`src/assert_macros.svh`:
```
// Assertion macros shared by the RTL files. Each expects clk and rst_n in scope.
`ifndef ASSERT_MACROS_SVH
`define ASSERT_MACROS_SVH

// Condition holds at every clock edge outside reset.
`define ASSERT_ALWAYS(label, cond, msg) \
  label: assert property (@(posedge clk) disable iff (!rst_n) (cond)) else $error(msg);

// Consequent holds in the same cycle as the antecedent.
`define ASSERT_IMPLY(label, ante, cons, msg) \
  label: assert property (@(posedge clk) disable iff (!rst_n) (ante) |-> (cons)) \
    else $error(msg);

`endif

```
`src/wmb_pkg.sv`:
```
// ----------------------------------------------------------------------------
// wmb_pkg: shared types and constants of the waveform min/max binner
// Register indexes, field widths and the structs that travel between the
// top level and the bin core.
// ----------------------------------------------------------------------------
`default_nettype none

package wmb_pkg;

  localparam int unsigned MaxBins   = 4096;
  localparam int unsigned FrameBits = 32;
  localparam int unsigned BinBits   = $clog2(MaxBins);
  localparam int unsigned CountBits = BinBits + 1;
  localparam int unsigned SampBits  = 16;

  typedef enum logic [1:0] {
    REG_BIN_COUNT    = 2'd0,
    REG_TOTAL_FRAMES = 2'd1,
    REG_SAMPLE_WIDTH = 2'd2,
    REG_UNUSED       = 2'd3
  } reg_index_t;

  localparam logic [1:0] WidthByte = 2'd1;

  typedef struct packed {
    logic [CountBits-1:0] req_bins;
    logic [FrameBits-1:0] total_frames;
    logic [1:0]           sample_width;
  } wmb_cfg_t;

  typedef struct packed {
    logic                       close;
    logic                       last;
    logic [BinBits-1:0]         bin_index;
    logic signed [SampBits-1:0] bin_min;
    logic signed [SampBits-1:0] bin_max;
  } wmb_result_t;

endpackage

`default_nettype wire

```
`src/wmb_bin_core.sv`:
```
// ----------------------------------------------------------------------------
// wmb_bin_core: frame decode, bin tracking and running extremes
// Holds the lane state and updates it once per processed word. The result
// of each word is available combinationally in the same cycle.
// ----------------------------------------------------------------------------
`default_nettype none
`include "assert_macros.svh"

module wmb_bin_core (
  input  wire logic                         clk,
  input  wire logic                         rst_n,
  input  wire logic                         restart,
  input  wire logic                         proc,
  input  wire wmb_pkg::wmb_cfg_t            cfg,
  input  wire logic [7:0]                   sample_low,
  input  wire logic [7:0]                   sample_high,
  output wmb_pkg::wmb_result_t              res
);

  localparam int unsigned FB = wmb_pkg::FrameBits;
  localparam int unsigned CB = wmb_pkg::CountBits;
  localparam int unsigned BB = wmb_pkg::BinBits;
  localparam int unsigned SB = wmb_pkg::SampBits;
  localparam logic [CB-1:0] MaxCount = CB'(wmb_pkg::MaxBins);
  localparam logic signed [SB-1:0] MinInit = 16'sh7FFF;
  localparam logic signed [SB-1:0] MaxInit = 16'sh8000;

  logic [FB-1:0]          pos_r, pos_nxt;
  logic [BB-1:0]          bin_r, bin_nxt;
  logic [FB:0]            acc_r, acc_nxt;
  logic signed [SB-1:0]   min_r, min_nxt;
  logic signed [SB-1:0]   max_r, max_nxt;

  logic [FB-1:0]          n_eff;
  logic [CB-1:0]          b_clamp;
  logic [CB-1:0]          b_eff;
  logic signed [SB-1:0]   sample;
  logic signed [SB-1:0]   min_upd, max_upd;
  logic [FB:0]            acc_sum;
  logic                   last, close;

  always_comb begin
    n_eff = (cfg.total_frames == '0) ? FB'(1) : cfg.total_frames;
    priority if (cfg.req_bins == '0) begin
      b_clamp = CB'(1);
    end else if (cfg.req_bins > MaxCount) begin
      b_clamp = MaxCount;
    end else begin
      b_clamp = cfg.req_bins;
    end
    // The bin count never exceeds the frame count.
    b_eff = ({{(FB-CB){1'b0}}, b_clamp} > n_eff) ? n_eff[CB-1:0] : b_clamp;
  end

  // An 8-bit frame minus 128 is the byte with its top bit flipped.
  assign sample = (cfg.sample_width == wmb_pkg::WidthByte)
                ? {{8{~sample_low[7]}}, ~sample_low[7], sample_low[6:0]}
                : {sample_high, sample_low};

  assign min_upd = (sample < min_r) ? sample : min_r;
  assign max_upd = (sample > max_r) ? sample : max_r;
  assign acc_sum = acc_r + {{(FB+1-CB){1'b0}}, b_eff};
  assign last    = ({1'b0, pos_r} + (FB+1)'(1)) >= {1'b0, n_eff};
  assign close   = last || (acc_sum >= {1'b0, n_eff});

  always_comb begin
    res.close     = close;
    res.last      = last;
    res.bin_index = bin_r;
    res.bin_min   = min_upd;
    res.bin_max   = max_upd;
  end

  always_comb begin
    pos_nxt = pos_r;
    bin_nxt = bin_r;
    acc_nxt = acc_r;
    min_nxt = min_r;
    max_nxt = max_r;
    if (restart || (proc && last)) begin
      pos_nxt = '0;
      bin_nxt = '0;
      acc_nxt = '0;
      min_nxt = MinInit;
      max_nxt = MaxInit;
    end else if (proc) begin
      pos_nxt = pos_r + FB'(1);
      if (close) begin
        acc_nxt = acc_sum - {1'b0, n_eff};
        bin_nxt = bin_r + BB'(1);
        min_nxt = MinInit;
        max_nxt = MaxInit;
      end else begin
        acc_nxt = acc_sum;
        min_nxt = min_upd;
        max_nxt = max_upd;
      end
    end
  end

  always_ff @(posedge clk) begin
    if (!rst_n) begin
      pos_r <= '0;
      bin_r <= '0;
      acc_r <= '0;
      min_r <= MinInit;
      max_r <= MaxInit;
    end else begin
      pos_r <= pos_nxt;
      bin_r <= bin_nxt;
      acc_r <= acc_nxt;
      min_r <= min_nxt;
      max_r <= max_nxt;
    end
  end

  `ASSERT_ALWAYS(a_acc_below_n, acc_r < {1'b0, n_eff}, "accumulator reached frame count")
  `ASSERT_IMPLY(a_lane_start, pos_r == '0, (acc_r == '0) && (bin_r == '0), "lane start not clean")

endmodule

`default_nettype wire

```
`src/waveform_minmax_binner.sv`:
```
// An accepted word waits in the input register until the result slot is free; the result
// of a word that closes a bin is then registered in the result register.
// Throughput: one input word per cycle, sustained while the result side takes words.
// A word that closes no bin gives no result; each closed bin gives one word.
// Reset (rst_n low, synchronous) empties both registers, restores the
// configuration defaults and starts a new lane; any configuration write starts one too.
// ----------------------------------------------------------------------------
// waveform_minmax_binner: min/max envelope decimation of a PCM lane
// Input register, bin core and result register; configuration by index.
// ----------------------------------------------------------------------------
`default_nettype none
`include "assert_macros.svh"

module waveform_minmax_binner (
  input  wire logic        clk,
  input  wire logic        rst_n,
  input  wire logic        cfg_valid,
  output      logic        cfg_ready,
  input  wire logic [1:0]  cfg_index,
  input  wire logic [31:0] cfg_data,
  input  wire logic        in_tvalid,
  output      logic        in_tready,
  input  wire logic [15:0] in_tdata,   // sample_low [7:0], sample_high [15:8]
  output      logic        out_tvalid,
  input  wire logic        out_tready,
  output      logic [47:0] out_tdata,  // bin_index [11:0], bin_minimum [27:12],
                                       // bin_maximum [43:28], zero [47:44]
  output      logic        out_tlast   // final_bin
);

  localparam int unsigned CB = wmb_pkg::CountBits;
  localparam int unsigned FB = wmb_pkg::FrameBits;

  wmb_pkg::wmb_cfg_t    cfg_r, cfg_nxt;
  wmb_pkg::wmb_result_t res;
  wmb_pkg::reg_index_t  widx;

  logic        in_v_r, in_v_nxt;
  logic [15:0] in_d_r;
  logic        out_v_r, out_v_nxt;
  logic [47:0] out_d_r;
  logic        out_l_r;
  logic        cfg_we, proc;

  assign cfg_ready = 1'b1;
  assign cfg_we    = cfg_valid && cfg_ready;
  assign widx      = wmb_pkg::reg_index_t'(cfg_index);

  // A word leaves the input register when the result slot is free.
  assign proc      = in_v_r && (!out_v_r || out_tready);
  assign in_tready = !in_v_r || proc;

  always_comb begin
    cfg_nxt = cfg_r;
    if (cfg_we) begin
      unique case (widx)
        wmb_pkg::REG_BIN_COUNT:    cfg_nxt.req_bins     = cfg_data[CB-1:0];
        wmb_pkg::REG_TOTAL_FRAMES: cfg_nxt.total_frames = cfg_data[FB-1:0];
        wmb_pkg::REG_SAMPLE_WIDTH: cfg_nxt.sample_width = cfg_data[1:0];
        default:                   cfg_nxt = cfg_r;
      endcase
    end
  end

  always_comb begin
    in_v_nxt = in_v_r;
    if (in_tvalid && in_tready) begin
      in_v_nxt = 1'b1;
    end else if (proc) begin
      in_v_nxt = 1'b0;
    end
    out_v_nxt = out_v_r;
    if (proc) begin
      out_v_nxt = res.close;
    end else if (out_tready) begin
      out_v_nxt = 1'b0;
    end
  end

  always_ff @(posedge clk) begin
    if (!rst_n) begin
      cfg_r.req_bins     <= CB'(1);
      cfg_r.total_frames <= FB'(1);
      cfg_r.sample_width <= 2'd2;
      in_v_r             <= 1'b0;
      out_v_r            <= 1'b0;
    end else begin
      cfg_r   <= cfg_nxt;
      in_v_r  <= in_v_nxt;
      out_v_r <= out_v_nxt;
    end
  end

  always_ff @(posedge clk) begin
    if (in_tvalid && in_tready) begin
      in_d_r <= in_tdata;
    end
    if (proc && res.close) begin
      out_d_r <= {4'b0, res.bin_max, res.bin_min, res.bin_index};
      out_l_r <= res.last;
    end
  end

  wmb_bin_core u_core (
    .clk         (clk),
    .rst_n       (rst_n),
    .restart     (cfg_we),
    .proc        (proc),
    .cfg         (cfg_r),
    .sample_low  (in_d_r[7:0]),
    .sample_high (in_d_r[15:8]),
    .res         (res)
  );

  assign out_tvalid = out_v_r;
  assign out_tdata  = out_d_r;
  assign out_tlast  = out_l_r;

  `ASSERT_IMPLY(a_result_from_proc, $rose(out_v_r), $past(proc && res.close), "no closed bin")

endmodule

`default_nettype wire

```
`config.mk`:
```
export PLATFORM = sky130hd
export DESIGN_NAME = waveform_minmax_binner
export DESIGN_NICKNAME = d
export VERILOG_FILES = /design/src/wmb_pkg.sv /design/src/wmb_bin_core.sv /design/src/waveform_minmax_binner.sv
export VERILOG_INCLUDE_DIRS = /design/src /design/src/src
export SDC_FILE = /design/constraint.sdc
export NUM_CORES = 1
export LEC_CHECK = 0
export BUFFER_PORTS_ARGS = -buffer_cell sky130_fd_sc_hd__buf_2
export CAP_MARGIN = 20
export CORE_MARGIN = 5
export CORE_UTILIZATION = 45
export CTS_BUF_LIST = sky130_fd_sc_hd__clkbuf_16
export DETAILED_ROUTE_END_ITERATION = 10
export PLACE_DENSITY = 0.72
export RECOVER_POWER = 25
export SYNTH_ARGS = -nofsm -noshare
export SYNTH_HDL_FRONTEND = slang
export SYNTH_SLANG_ARGS = --single-unit
```
`constraint.sdc`:
```
create_clock -name clk -period 24.8 [get_ports clk]
set_input_delay 1.24 -clock clk [delete_from_list [all_inputs] [get_ports clk]]
set_output_delay 1.24 -clock clk [all_outputs]
set_load 0.1 [all_outputs]
```
Word-level counts from Yosys, hierarchy flattened
Cells that the tools add are included.
W data, S select, Z words.
{ "word_totals": {"regBits": 219, "input_bits": 55, "wordCells": 63} }
{ "classes": {"bitwise": 2, "add_sub_neg": 5, "n_reduce_logical": 20, "eq_ne": 3, "order_cmp": 6, "muxes": 14} }
{ "op_table": {"columns": ["operator", "n"], "rows": [
  ["$mux W16", 5],
  ["$ge A33 B32 Y1", 2],
  ["$mux W13", 3],
  ["$add A32 B1 Y33 const B", 1],
  ["$add A33 B13 Y33", 1],
  ["$mux W33", 1],
  ["$sub A33 B32 Y33", 1],
  ["$add A32 B1 Y32 const B", 1],
  ["$gt A13 B32 Y1", 1],
  ["$logic_not A32 Y1", 1],
  ["$mux W32", 1],
  ["$gt A16 B16 Y1", 1],
  ["$lt A16 B16 Y1", 1],
  ["$gt A13 B13 Y1 const B", 1],
  ["$logic_not A13 Y1", 1],
  ["$add A12 B1 Y12 const B", 1],
  ["$reduce_and A2 Y1", 4],
  ["$eq A2 B1 Y1 const B", 2],
  ["$logic_and A1 B1 Y1", 4],
  ["$logic_or A1 B1 Y1", 4],
  ["$mux W1", 4],
  ["$reduce_bool A2 Y1", 2],
  ["$eq A2 B2 Y1 const B", 1],
  ["$logic_not A1 Y1", 2],
  ["3 further kinds", 4]
]} }

Logic depth before layout (Yosys ltp)
{ "depth": {"word_depth": 9, "depth_mapped": 36, "depth_no_buf": 34} }

Modules after synthesis
From an unflattened synthesis, not the netlist that was laid out.
{ "unflattened": {"hier_cells": 1644, "hier_area_um2": 14418.8} }
{ "by_module_without_submodules": {"columns": ["mod", "seq_area_each_um2", "area_each_um2", "cells_per_inst", "n_inst"], "rows": [
  ["wmb_bin_core", 2182.1, 10600.2, 1372, 1],
  ["waveform_minmax_binner", 2812.7, 3818.7, 272, 1]
]} }

Worst setup path before layout
No wires, ideal clock.
{ "synth_timing": {"path_kind": "reg2reg", "from": "register cfg_r[33] (netlist name)", "to": "register out_d_r[0] (netlist: out_tdata[0]), enable pin", "n_path_buf": 4, "setup_time_ps": 399, "synth_period_minus_slack_ps": 7944, "setup_slack_ps": 16856, "stages_incl_launch_ff": 34, "t_arrival_ps": 7544, "cell_sequence": "dfxtp_1 nor4_1 nand4_1 nor4_1 a41o_1 ha_1 nor2b_1 o21a_1 o21a_1 o21ai_0 nand2b_1 a21oi_1 o311ai_0 o2111ai_1 clkbuf_1 mux2_2 ha_1 o211ai_1 o211a_1 o21ai_0 nand2_1 nor3_1 xor2_1 ha_1 clkbuf_1 nand4_1 a2111o_1 nor4bb_1 o211ai_2 or2_1 buf_4 buf_6 nand2_2 inv_1"} }
{ "synth_via": {"elab_chain_len": 8, "word_cells_on_any_way": 9, "classes_between": "add/sub: 1; order compare: 3; mux: 2; reduce/logical: 3"} }
{ "synth_lines": {"columns": ["item", "line", "rtl"], "rows": [
  ["start: declaration", "waveform_minmax_binner.sv:34", "wmb_pkg::wmb_cfg_t cfg_r, cfg_nxt;"],
  ["start signal: assignment", "waveform_minmax_binner.sv:88", "cfg_r <= cfg_nxt;"],
  ["$logic_not A32 Y1", "wmb_bin_core.sv:43", "n_eff = (cfg.total_frames == '0) ? FB'(1) : cfg.total_frames;"],
  ["$mux W32 *", "wmb_bin_core.sv:43", null],
  ["$gt A13 B32 Y1", "wmb_bin_core.sv:52", "b_eff = ({{(FB-CB){1'b0}}, b_clamp} > n_eff) ? n_eff[CB-1:0] : b_clamp;"],
  ["$mux W13", "wmb_bin_core.sv:52", null],
  ["$add A33 B13 Y33", "wmb_bin_core.sv:62", "assign acc_sum = acc_r + {{(FB+1-CB){1'b0}}, b_eff};"],
  ["$ge A33 B32 Y1", "wmb_bin_core.sv:64", "assign close = last || (acc_sum >= {1'b0, n_eff});"],
  ["$logic_or A1 B1 Y1 *", "wmb_bin_core.sv:64", null],
  ["$logic_and A1 B1 Y1 *", "waveform_minmax_binner.sv:98", "if (proc && res.close) begin"],
  ["end signal: assignment", "waveform_minmax_binner.sv:99", "out_d_r <= {4'b0, res.bin_max, res.bin_min, res.bin_index};"],
  ["end: declaration", "waveform_minmax_binner.sv:41", "logic [47:0] out_d_r;"]
]} }
Every way passes the cells marked *; elsewhere a longest branch is shown, timed or not.
A chain may end at the register's enable or synchronous reset.

Final worst setup path
{ "layout_timing": {"from": "register cfg_r[22] (netlist name)", "to": "register u_core.acc_r[15]"} }
{ "layout_via": {"elab_chain_len": 8, "word_cells_on_any_way": 13, "classes_between": "add/sub: 2; order compare: 3; mux: 3; reduce/logical: 5"} }
{ "layout_lines": {"columns": ["item", "line", "rtl"], "rows": [
  ["$logic_not A32 Y1", "wmb_bin_core.sv:43", null],
  ["$mux W32 *", "wmb_bin_core.sv:43", null],
  ["$gt A13 B32 Y1", "wmb_bin_core.sv:52", null],
  ["$mux W13", "wmb_bin_core.sv:52", null],
  ["$add A33 B13 Y33", "wmb_bin_core.sv:62", null],
  ["$ge A33 B32 Y1", "wmb_bin_core.sv:64", null],
  ["$logic_or A1 B1 Y1", "wmb_bin_core.sv:64", null],
  ["$mux W33", "wmb_bin_core.sv:88", "if (close) begin"],
  ["end signal: assignment", "wmb_bin_core.sv:111", "acc_r <= acc_nxt;"],
  ["end: declaration", "wmb_bin_core.sv:30", "logic [FB:0] acc_r, acc_nxt;"]
]} }
Marked as above.

==> flow_summary_export.csv <==
group,metric,value,unit
outcome,outcome,"finished with violations",
outcome,violations,"max-capacitance violations, max-slew violations",
clock_tree,clk_root_buffer_cell,"clkbuf_16",
pwr,fin_total_pwr,1170,uW
timing,hold_viol,0,
synthesis,async_flop_share,0,
floorplan,io_pins,107,
synthesis,synthCells,1665,
timing,drv_slew,51,
floorplan,die_y,188,um
job,cap_violations,1,
pwr,leakage,0.00644,uW
detailed_routing,dr.pass1.iters,5,
clock_tree,h-tree-depth,1,
layout,area_growth,11.1,%
clock_tree,cts_tree,"yes",
pwr,pwr-share-clk,0.313,
worst_setup_path,cp_data_required_time,25.21,ns
place,gp_congestion,0.974,
floorplan,core.rowCount,65,
pwr,power.density,73.8,nW/um^2
pwr,pwr-share-seq,0.344,
synthesis,ys_seq_area_frac,0.350,
global_routing,grt_pass1_vias,11672,
clock_tree,numCtsBuffers,24,
floorplan,dieArea,35300,um^2
detailed_routing,post_drt_wl_per_cell,17.1,um
clock_tree,postCtsSetupRepairBufs,0,
clock_tree,cts.path.max_buffers,3,
timing,fmax,106,MHz
global_routing,grt_pass1_wl,59100,um
layout,n_antenna_cell,0,
worst_setup_path,cpPeakStageDelay,0.78,ns
pwr,p_switching,435,uW
timing,timing.final.crit_share,0.380,
synthesis,synth_most_common_cell,"nand2_1",
pwr,intPower,735,uW
min_path,hold_path_class,"register to register",
global_routing,grt_max_degree,104,
detailed_routing,routed-via-count,12216,
timing,tightest_slew,1.97,ns
clock_tree,clk_transition_reported_paths,0.06,ns
clock_tree,clock_sinks,219,
detailed_routing,wl,36600,um
layout,nets,1904,
pwr,combPwrFrac,0.344,
synthesis,yosysTopAreaCell,"dfxtp_1",
clock_tree,holdBufCountCts,0,
layout,drive_gt1_frac,0.122,
synthesis,yosys_warnings,0,
place,post-dp-hpwl,26700,um
timing,fin_crit,9.42,ns
layout,num-fill-cells,2935,
floorplan,start_util,0.454,
synthesis,ys_seq_elements,219,
synthesis,ys_top_cells_by_area,"dfxtp_1 (22%), edfxtp_1 (13%), ha_1 (11%)",
worst_setup_path,critPathSlowestCell,"nor3_1",
floorplan,core-area,31400,um^2
pwr,vdd_drop_max,0.0476,mV
global_routing,grt.overflow.total,0,
synthesis,netlist.area_leader.share,0.222,
timing,fin_tns_setup,0,ns
pwr,power.share.switching,0.372,
timing,skew,0.0233,ns
timing,grt_setup_unrepaired,"no",
timing,setup_viol,0,
synthesis,synthFlopType,"dfxtp_1",
clock_tree,clk_latency,0.53,ns
worst_setup_path,path_max_fanout,39,
floorplan,die_w,188,um
synthesis,synth_area_per_cell,8.56,um^2
timing,hold_ws,0.467,ns
synthesis,synth.distinct_cells,80,
worst_setup_path,worstPathArrival,9.83,ns
global_routing,antenna_found_initial,0,
timing,slew-limit-headroom,-0.312,
place,io_buffers,101,
worst_setup_path,cp-end-kind,"register",
worst_setup_path,path_class,"register to register",
synthesis,synth_edf_count,61,
clock_tree,cts.repair.resized,0,
detailed_routing,ant_nets,0,
worst_setup_path,cp-start-kind,"register",
synthesis,yosys-top-cells-count,"nand2_1 (199), dfxtp_1 (158), ha_1 (123), a21oi_1 (113), nor2_1 (106)",
detailed_routing,viasPerCell,5.70,
detailed_routing,drt_first_iter_violations,1006,
global_routing,grt_util_all_layers,0.198,
synthesis,syn_area,14300,um^2
detailed_routing,drc,0,
worst_setup_path,crit_top_cell,"ha_1",
[placed cells by master (no fill, tap or decap), types with 6 or more instances in the layout]
master and instances:
buf_2 100, nor2_1 106, a211oi_1 14, and3_1 23
o31ai_1 18, or4_1 7, nor3_1 42, nor2b_1 21
o31a_1 6, clkbuf_16 24, nand2b_1 11, nand3_1 67
dfxtp_1 158, nand2_1 198, mux2i_1 20, nor3b_1 7
nand4_1 23, o21ai_0 78, and4_1 8, and2_1 9
a21oi_1 113, buf_4 12, a31oi_1 12, nor4_1 26
o211ai_1 9, a21o_1 18, mux2_2 44, inv_1 94
xor2_1 43, xnor2_1 68, o21a_1 14, a21boi_0 49
or3_1 9, edfxtp_1 61, ha_1 123
[layer usage]
layer  global-route usage  routed length (um)
met1                0.279               17300
met5                    0                   0
met2                0.324               16300
met4               0.0409                 721
met3               0.0303                2320
[worst paths after layout]
kind | end | cells past startpoint | slack [ns] | start
hold reg to reg | out_tdata[11]$_DFFE_PP_ | 0 | 0.47 | u_core.bin_r[11]$_SDFFE_PP0P_
setup / recovery | u_core.acc_r[15]$_SDFFE_PP0P_ | 32 | 15.38 | cfg_r[22]$_SDFFE_PN0P_
hold / removal | out_tdata[11]$_DFFE_PP_ | 0 | 0.47 | u_core.bin_r[11]$_SDFFE_PP0P_
setup reg to reg | u_core.acc_r[15]$_SDFFE_PP0P_ | 32 | 15.38 | cfg_r[22]$_SDFFE_PN0P_
[metrics by stage]
step           utilization  cell area, um^2  cells  setup slack [ns]
2_1_floorplan            -            14300   1668             16.86
3_3_place_gp         0.478            15000   2099             15.75
3_5_place_dp         0.478            15000   2099             15.45
4_1_cts              0.504            15800   2142             15.44
5_1_grt              0.505            15800   2143             14.61
6_report             0.505            15800   2143             15.38
[cells by family (layout without fill, tap and decap cells)]
logic type / after synthesis / after routing / synth area share
other: 2 / 5 / 0.000527
and+or+nand+nor: 582 / 582 / 0.197
xor gates and xnor gates: 111 / 111 / 0.0682
adders and majority gates: 125 / 125 / 0.111
buffers and inverters: 177 / 250 / 0.0513
muxes: 65 / 65 / 0.0496
AOI/OAI and AO/OA: 384 / 384 / 0.172
DFF: 219 / 219 / 0.350
[state kept, by name, summed over array words and instances (netlist names)]
name / count
u_core.bin_r: 12
out_tdata: 44
u_core.min_r: 16
u_core.acc_r: 33
out_tvalid: 1
u_core.max_r: 16
in_d_r: 16
out_tlast: 1
cfg_r: 47
u_core.pos_r: 32
in_v_r: 1
[power groups by stage]
stage	Combinational [uW]	Sequential (uW)	Clock, uW
after floorplan	258	468	0
after global placement	392	409	0
after detailed placement	396	410	0
after CTS	397	402	374
after global routing	431	404	388
final	402	402	366
[layout make-up]
| class | instances | area [um^2] | area share |
|---|---|---|---|
| clock buffer | 24 | 601 | 0.0379 |
| clock inverter | 19 | 205 | 0.0130 |
| inverter | 93 | 349 | 0.0220 |
| multi-input combinational | 1272 | 8570 | 0.541 |
| sequential | 219 | 4990 | 0.315 |
| tap | 402 | 503 | 0.0317 |
| timing repair buffer | 114 | 622 | 0.0392 |
[critical path, delay by kind of cell (launching register included)]
kind	cells	cell delay (ns)
compound gates	12	2.96
xor+xnor	1	0.19
fa+ha+maj	3	0.90
buf+inv	2	0.77
flops	1	0.32
mux	2	0.74
simple gates	12	3.40
Note: power is estimated with default switching activity, not from simulation.
